===== config.mk =====
export PLATFORM = sky130hd
export DESIGN_NAME = dtyp_cordic_stage
export DESIGN_NICKNAME = d
export VERILOG_FILES = /design/src/rtl/core/dtyp_pkg.sv /design/src/rtl/core/dtyp_cordic_stage.sv
export SDC_FILE = /design/constraint.sdc
export NUM_CORES = 1
export LEC_CHECK = 0
export BUFFER_PORTS_ARGS = -buffer_cell sky130_fd_sc_hd__buf_4
export CAP_MARGIN = 0
export CORE_AREA = 2 2 146 148
export CTS_BUF_LIST = sky130_fd_sc_hd__clkbuf_16
export DETAILED_ROUTE_END_ITERATION = 8
export DIE_AREA = 0 0 148 150
export PLACE_DENSITY = 0.84
export SETUP_SLACK_MARGIN = 0.4
export SLEW_MARGIN = 5
export SYNTH_ARGS = -nofsm -noshare
export SYNTH_HDL_FRONTEND = slang
export SYNTH_SLANG_ARGS = --single-unit

===== constraint.sdc =====
create_clock -name clk -period 0.8 [get_ports clk]
set_clock_uncertainty 0.15 [all_clocks]
set_input_delay 0.12 -clock clk [delete_from_list [all_inputs] [get_ports clk]]
set_output_delay 0.12 -clock clk [all_outputs]
set_load 0.05 [all_outputs]

===== src/rtl/core/dtyp_pkg.sv =====
package dtyp_pkg;

    // Datapath widths. Components are normalized so the larger magnitude sits
    // near 2^31; CORDIC growth and the gain-scaled vertical term need 38 bits.
    localparam int CORDIC_W = 38;
    localparam int BAM_W    = 32;
    localparam int SHIFT_W  = 5;
    localparam int MAG_W    = 32;
    localparam int NEGZ_W   = 33;
    localparam int GAIN_W   = 31;
    localparam int ANGLE_W  = 25;
    localparam int DEG_W    = 41;
    localparam int MAX_STAGES = 32;

    // CORDIC gain in Q30, applied to the vertical term before the pitch pass.
    localparam logic [GAIN_W-1:0] GAIN_Q30 = 31'd1768195363;

    localparam logic [BAM_W-1:0] HALF_TURN = 32'h8000_0000;

    localparam logic [8:0] DEG_90  = 9'd90;
    localparam logic [8:0] DEG_180 = 9'd180;
    localparam logic [8:0] DEG_270 = 9'd270;
    localparam logic [8:0] DEG_360 = 9'd360;

    // atan(2^-i) in binary angle units, one turn = 2^32.
    localparam logic [BAM_W-1:0] STEP_ANGLE [MAX_STAGES] = '{
        32'h20000000, 32'h12E4051E, 32'h09FB385B, 32'h051111D4,
        32'h028B0D43, 32'h0145D7E1, 32'h00A2F61E, 32'h00517C55,
        32'h0028BE53, 32'h00145F2F, 32'h000A2F98, 32'h000517CC,
        32'h00028BE6, 32'h000145F3, 32'h0000A2FA, 32'h0000517D,
        32'h000028BE, 32'h0000145F, 32'h00000A30, 32'h00000518,
        32'h0000028C, 32'h00000146, 32'h000000A3, 32'h00000051,
        32'h00000029, 32'h00000014, 32'h0000000A, 32'h00000005,
        32'h00000003, 32'h00000001, 32'h00000001, 32'h00000000
    };

    typedef struct packed {
        logic [CORDIC_W-1:0] a;
        logic [CORDIC_W-1:0] b;
        logic [BAM_W-1:0]    ang;
    } cordic_vec_t;

    // Carried alongside the yaw pass.
    typedef struct packed {
        logic [CORDIC_W-1:0] vert;
        logic [SHIFT_W-1:0]  kd;
        logic                zero;
        logic                zpos;
    } yaw_side_t;

    // Carried alongside the pitch pass.
    typedef struct packed {
        logic [BAM_W-1:0] yaw_ang;
        logic             zero;
        logic             zpos;
    } pitch_side_t;

endpackage


===== src/rtl/core/dtyp_cordic_stage.sv =====
// One registered CORDIC vectoring iteration; sideband rides along unchanged.
module dtyp_cordic_stage #(
    parameter int SHIFT  = 0,
    parameter int SIDE_W = 1
) (
    input  logic                  clk,
    input  logic                  rst_n,
    input  logic                  en,
    input  logic                  in_valid,
    input  dtyp_pkg::cordic_vec_t in_vec,
    input  logic [SIDE_W-1:0]     in_side,
    output logic                  out_valid,
    output dtyp_pkg::cordic_vec_t out_vec,
    output logic [SIDE_W-1:0]     out_side
);

    logic signed [dtyp_pkg::CORDIC_W-1:0] a;
    logic signed [dtyp_pkg::CORDIC_W-1:0] b;
    logic signed [dtyp_pkg::CORDIC_W-1:0] da;
    logic signed [dtyp_pkg::CORDIC_W-1:0] db;
    logic                                 b_pos;
    dtyp_pkg::cordic_vec_t                vec_next;
    dtyp_pkg::cordic_vec_t                vec_reg;
    logic [SIDE_W-1:0]                    side_reg;
    logic                                 valid_reg;

    always_comb
    begin
        a     = in_vec.a;
        b     = in_vec.b;
        da    = b >>> SHIFT;
        db    = a >>> SHIFT;
        b_pos = !b[dtyp_pkg::CORDIC_W-1] && (b != '0);
        if (b_pos)
        begin
            vec_next.a   = a + da;
            vec_next.b   = b - db;
            vec_next.ang = in_vec.ang + dtyp_pkg::STEP_ANGLE[SHIFT];
        end
        else
        begin
            vec_next.a   = a - da;
            vec_next.b   = b + db;
            vec_next.ang = in_vec.ang - dtyp_pkg::STEP_ANGLE[SHIFT];
        end
    end

    always_ff @(posedge clk or negedge rst_n)
    begin
        if (!rst_n)
        begin
            valid_reg <= 1'b0;
        end
        else if (en)
        begin
            valid_reg <= in_valid;
        end
    end

    always_ff @(posedge clk)
    begin
        if (en)
        begin
            vec_reg  <= vec_next;
            side_reg <= in_side;
        end
    end

    assign out_valid = valid_reg;
    assign out_vec   = vec_reg;
    assign out_side  = side_reg;

endmodule


==> results of run 1 <==
[metrics by stage]
step / setup WS [ps] / util [%] / setup TNS, ps / hold slack [ps] / cells
after floorplan: -1779 / - / -112310 / -325.6 / 1187
after global placement: -2233 / 78.91 / -172760 / -254.0 / 2080
after detailed placement: -2262 / 78.91 / -178440 / -249.4 / 2080
after CTS: -1650 / 92.51 / -158490 / -237.3 / 2173
[cell families after synthesis]
group	Yosys count	share of synthesized area (%)
mux	14	1.374
simple gates	280	13.24
flops	109	31.75
fa+ha+maj	115	14.27
buf+inv	172	6.601
xor+xnor	75	6.382
compound gates	422	26.38
[timing repair]
action,in CTS
pin swaps,102
hold buffers,1
setup buffers,64
endpoints found under the hold margin,34
setup endpoints to repair,296
cloned,12
resized for setup,409
==> out/metrics.yaml, run 1 <==
synth_area_um2: 10290
cts_root_buffer: "clkbuf_16"
initial_core_util_pct: 49.75
port_buffers: 222
yosys_warnings: 0
die_y_um: 150
ys_top_cells_by_count: "a21oi_1, inv_1, ha_1"
grt_max_degree: 24
dp_hpwl_mm: 38.44
die_w_um: 148
placed_cell_area_um2: 16330
cts.sink_count: 109
ys_ff_latch: 109
yosysTopAreaCell: "edfxtp_1"
synthTopCellsByArea: "edfxtp_1, ha_1, a21oi_1, xnor2_1, inv_1"
synth_edf_count: 108
async_reset_ff_share_pct: 0.9174
endpoint_type: "register data pin"
syn_inst: 1187
avgSynthCellArea_um2: 8.671
syn_nets: 1415
haltStage: "5_1_grt"
stop_error: "[ERROR DPL-0038] Utilization greater than 100%, impossible to legalize"
cts_max_level: 3
cts_buffer_depth: 2
place_congestion: 1.023
ios: 223
rows: 53
synth-seq-area-share_pct: 31.75
synth_top_area_share_pct: 31.51
status: "aborted with a tool error"
synth_flop_cell: "edfxtp_1"
yosysMostFrequentCell: "a21oi_1"
netlist-cell-type-count: 75
crit_endpoint: "out_vec[68]$_DFFE_PP_/D"
cts-buffers-inserted: 9
==> run 2, diff against run 1 <==
CORE_AREA = 2 2 164 166   (was 2 2 146 148)
CTS_BUF_LIST = not set   (was sky130_fd_sc_hd__clkbuf_16)
DIE_AREA = 0 0 166 168   (was 0 0 148 150)
PLACE_DENSITY = not set   (was 0.84)
PLACE_DENSITY_LB_ADDON = 0.15   (was not set)
SETUP_SLACK_MARGIN = not set   (was 0.4)
clock period = 1 ns   (was 0.8 ns; I/O delays follow)
==> run 2 against run 1 <==
The flow now finishes, with violations (setup timing). Synthesized cell count unchanged. Synthesized area unchanged.
==> out/metrics.yaml, run 2 <==
synthTopCellsByArea: "edfxtp_1, ha_1, a21oi_1, xnor2_1, inv_1"  # unchanged
wl_met1_mm: 20.09
netlist-cell-type-count: 75  # unchanged
power_density_nw_per_um2: 1216
ys_ff_latch: 109  # unchanged
violations: "setup timing"
cts.clk_slew.worst_paths_ps: 80
antenna_found_initial: 0
drv_slew: 0
rows: 60  # was 53
yosys_warnings: 0  # unchanged
wirelength_mm: 46.71
cts_tree: "yes"
fin_nets: 2146
mostFrequentLayoutCell: "buf_4"
crit_start: "in_vec[36]"
yosysTopAreaCell: "edfxtp_1"  # unchanged
synth-seq-area-share_pct: 31.75  # unchanged
fillers: 1874
viasPerCell: 5.464
fin_crit_ps: 2574
synth_area_um2: 10290  # unchanged
seq_area_um2: 3269
synth_top_area_share_pct: 31.51  # unchanged
drt_iter0_drc: 1028
dr.pass1.iters: 5
min_path_type: "in -> reg"
wl_met2_mm: 22.07
die_w_um: 166  # was 148 um
cts.sink_count: 109  # unchanged
crit_type: "in -> reg"
die_y_um: 168  # was 150 um
finalPower_mw: 24.37
final_cell_mix: "buf_4, buf_6, edfxtp_1"
multi_input_area_um2: 8558
globalRouteOverflowTotal: 0
core-area_um2: 26350
async_reset_ff_share_pct: 0.9174  # unchanged
cp_max_fo: 7
slew_headroom_pct: 64.38
grt_usage_pct: 31.64
finalWorstSetupSlack_ps: -1574
hold_viol: 0
clk_latency_ps: 370
layout-drive-gt1-share_pct: 57.41
cts-buffers-inserted: 9  # unchanged
ios: 223  # unchanged
initial_core_util_pct: 39.06  # was 49.75%
worstHoldStart: "in_vec[31]"
dp_hpwl_mm: 34.93  # was 38.44 mm
syn_inst: 1187  # unchanged
p_leak_nw: 8.825
syn_nets: 1415  # unchanged
largest_register_ffs: 107
avgSynthCellArea_um2: 8.671  # unchanged
crit_arrival_ps: 2540
grt_first_pass_wirelength_mm: 69.37
crit_path_end_kind: "flip-flop"
final_area_um2: 20040
ir_drop_mv: 0.8168
routedWlPerCell_um: 20.63
rsz0062_at_grt: "yes"
cts_root_buffer: "clkbuf_16"  # unchanged
wl_met3_mm: 2.871
placed_cell_area_um2: 16310  # was 16330 um^2
grt_max_degree: 42
cts_max_level: 3  # unchanged
yosysMostFrequentCell: "a21oi_1"  # unchanged
via_count: 12370
startpoint_type: "primary input"
required_ps: 970
area_growth_pct: 94.70
port_buffers: 222  # unchanged
setup_viol: 186
drc: 0
die-area_um2: 27890
antenna_left: 0
diodes: 0
timing.rr.start: "out_valid"
synth_flop_cell: "edfxtp_1"  # unchanged
place_congestion: 0.9605  # was 1.023
finalCritPeriodShare_pct: 257.4
status: "complete, but fails checks"  # was aborted with a tool error
whs_ps: 5.051
ys_top_cells_by_count: "a21oi_1, inv_1, ha_1"  # unchanged
cts_buffer_depth: 2  # unchanged
tightest_slew_ps: 528.8
maxCapViolCount: 0
max_freq_mhz: 388.5
topRoutingLayerUsed: "met4"
grt_pass1_vias: 12410
place_ws_ps: -2242  # was -2262 ps
synth_edf_count: 108  # unchanged
## run 2: cell counts after synthesis
Identical to the previous run, type by type.
## run 2: kinds of logic after synthesis
family	Yosys count	share of synthesized area (%)
AO/OA/AOI/OAI	422	26.38
XOR/XNOR	75	6.382
multiplexers	14	1.374
flip-flops	109	31.75
buffers and inverters	172	6.601
AND/OR/NAND/NOR	280	13.24
adder cells (fa/ha/maj)	115	14.27
## run 2: final cells by class
class / instances / area share [%]
clock buffers: 9 / 1.124
clock inverters: 7 / 0.5120
inverters: 123 / 2.654
multi-input cells: 906 / 42.71
flip-flops and latches: 109 / 16.31
well taps: 341 / 2.129
repair buffers: 768 / 34.48
repair inverters: 1 / 0.08117
## run 2: critical path: stages
cell,delay (ps)
buf_12,90
inv_8,30
ha_4,300
or2b_1,250
a311oi_2,300
a21oi_4,90
a21o_1,250
a21oi_4,290
a211oi_4,130
o31a_1,340
o311a_1,310
## run 2: what timing repair did
item / CTS / global route
hold endpoints to repair: 33 / 0
cloned: 9 / 1
hold buffers: 34 / 0
resized for setup: 352 / 195
buffers inserted: 28 / 53
pin swaps: 111 / 125
setup endpoints to repair: 186 / 186
## run 2: routing by layer
layer	GRT usage, %	vias up
met5	0	-
met4	10.70	0
met3	5.125	91
met2	52.90	558
met1	41.82	5954
li1	-	5768
## run 2: path summary, 6_finish.rpt
kind	endpoint	slack [ps]	depth (start not counted)
max in group asynchronous	out_valid	110	3
min in group asynchronous	out_valid	480	3
min	out_vec[31]	5	3
min reg2reg	out_valid	390	1
max	out_vec[69]	-1570	11
max reg2reg	out_valid	70	1
## run 2: report_power, final
part	switching (mW)	internal, mW
Combinational	7.67	6.28
Clock	2.12	2.05
Sequential	0.341	5.91
## run 2: metrics by stage
stage,util [%],TNS [ps],cells
after floorplan,-,-91370,1187
after global placement,61.89,-143320,2137
after detailed placement,61.89,-143380,2137
after CTS,71.34,-124350,2220
after global routing,76.05,-133300,2264
final,76.05,-126460,2264
No activity file was read; power rests on OpenSTA's default activity.
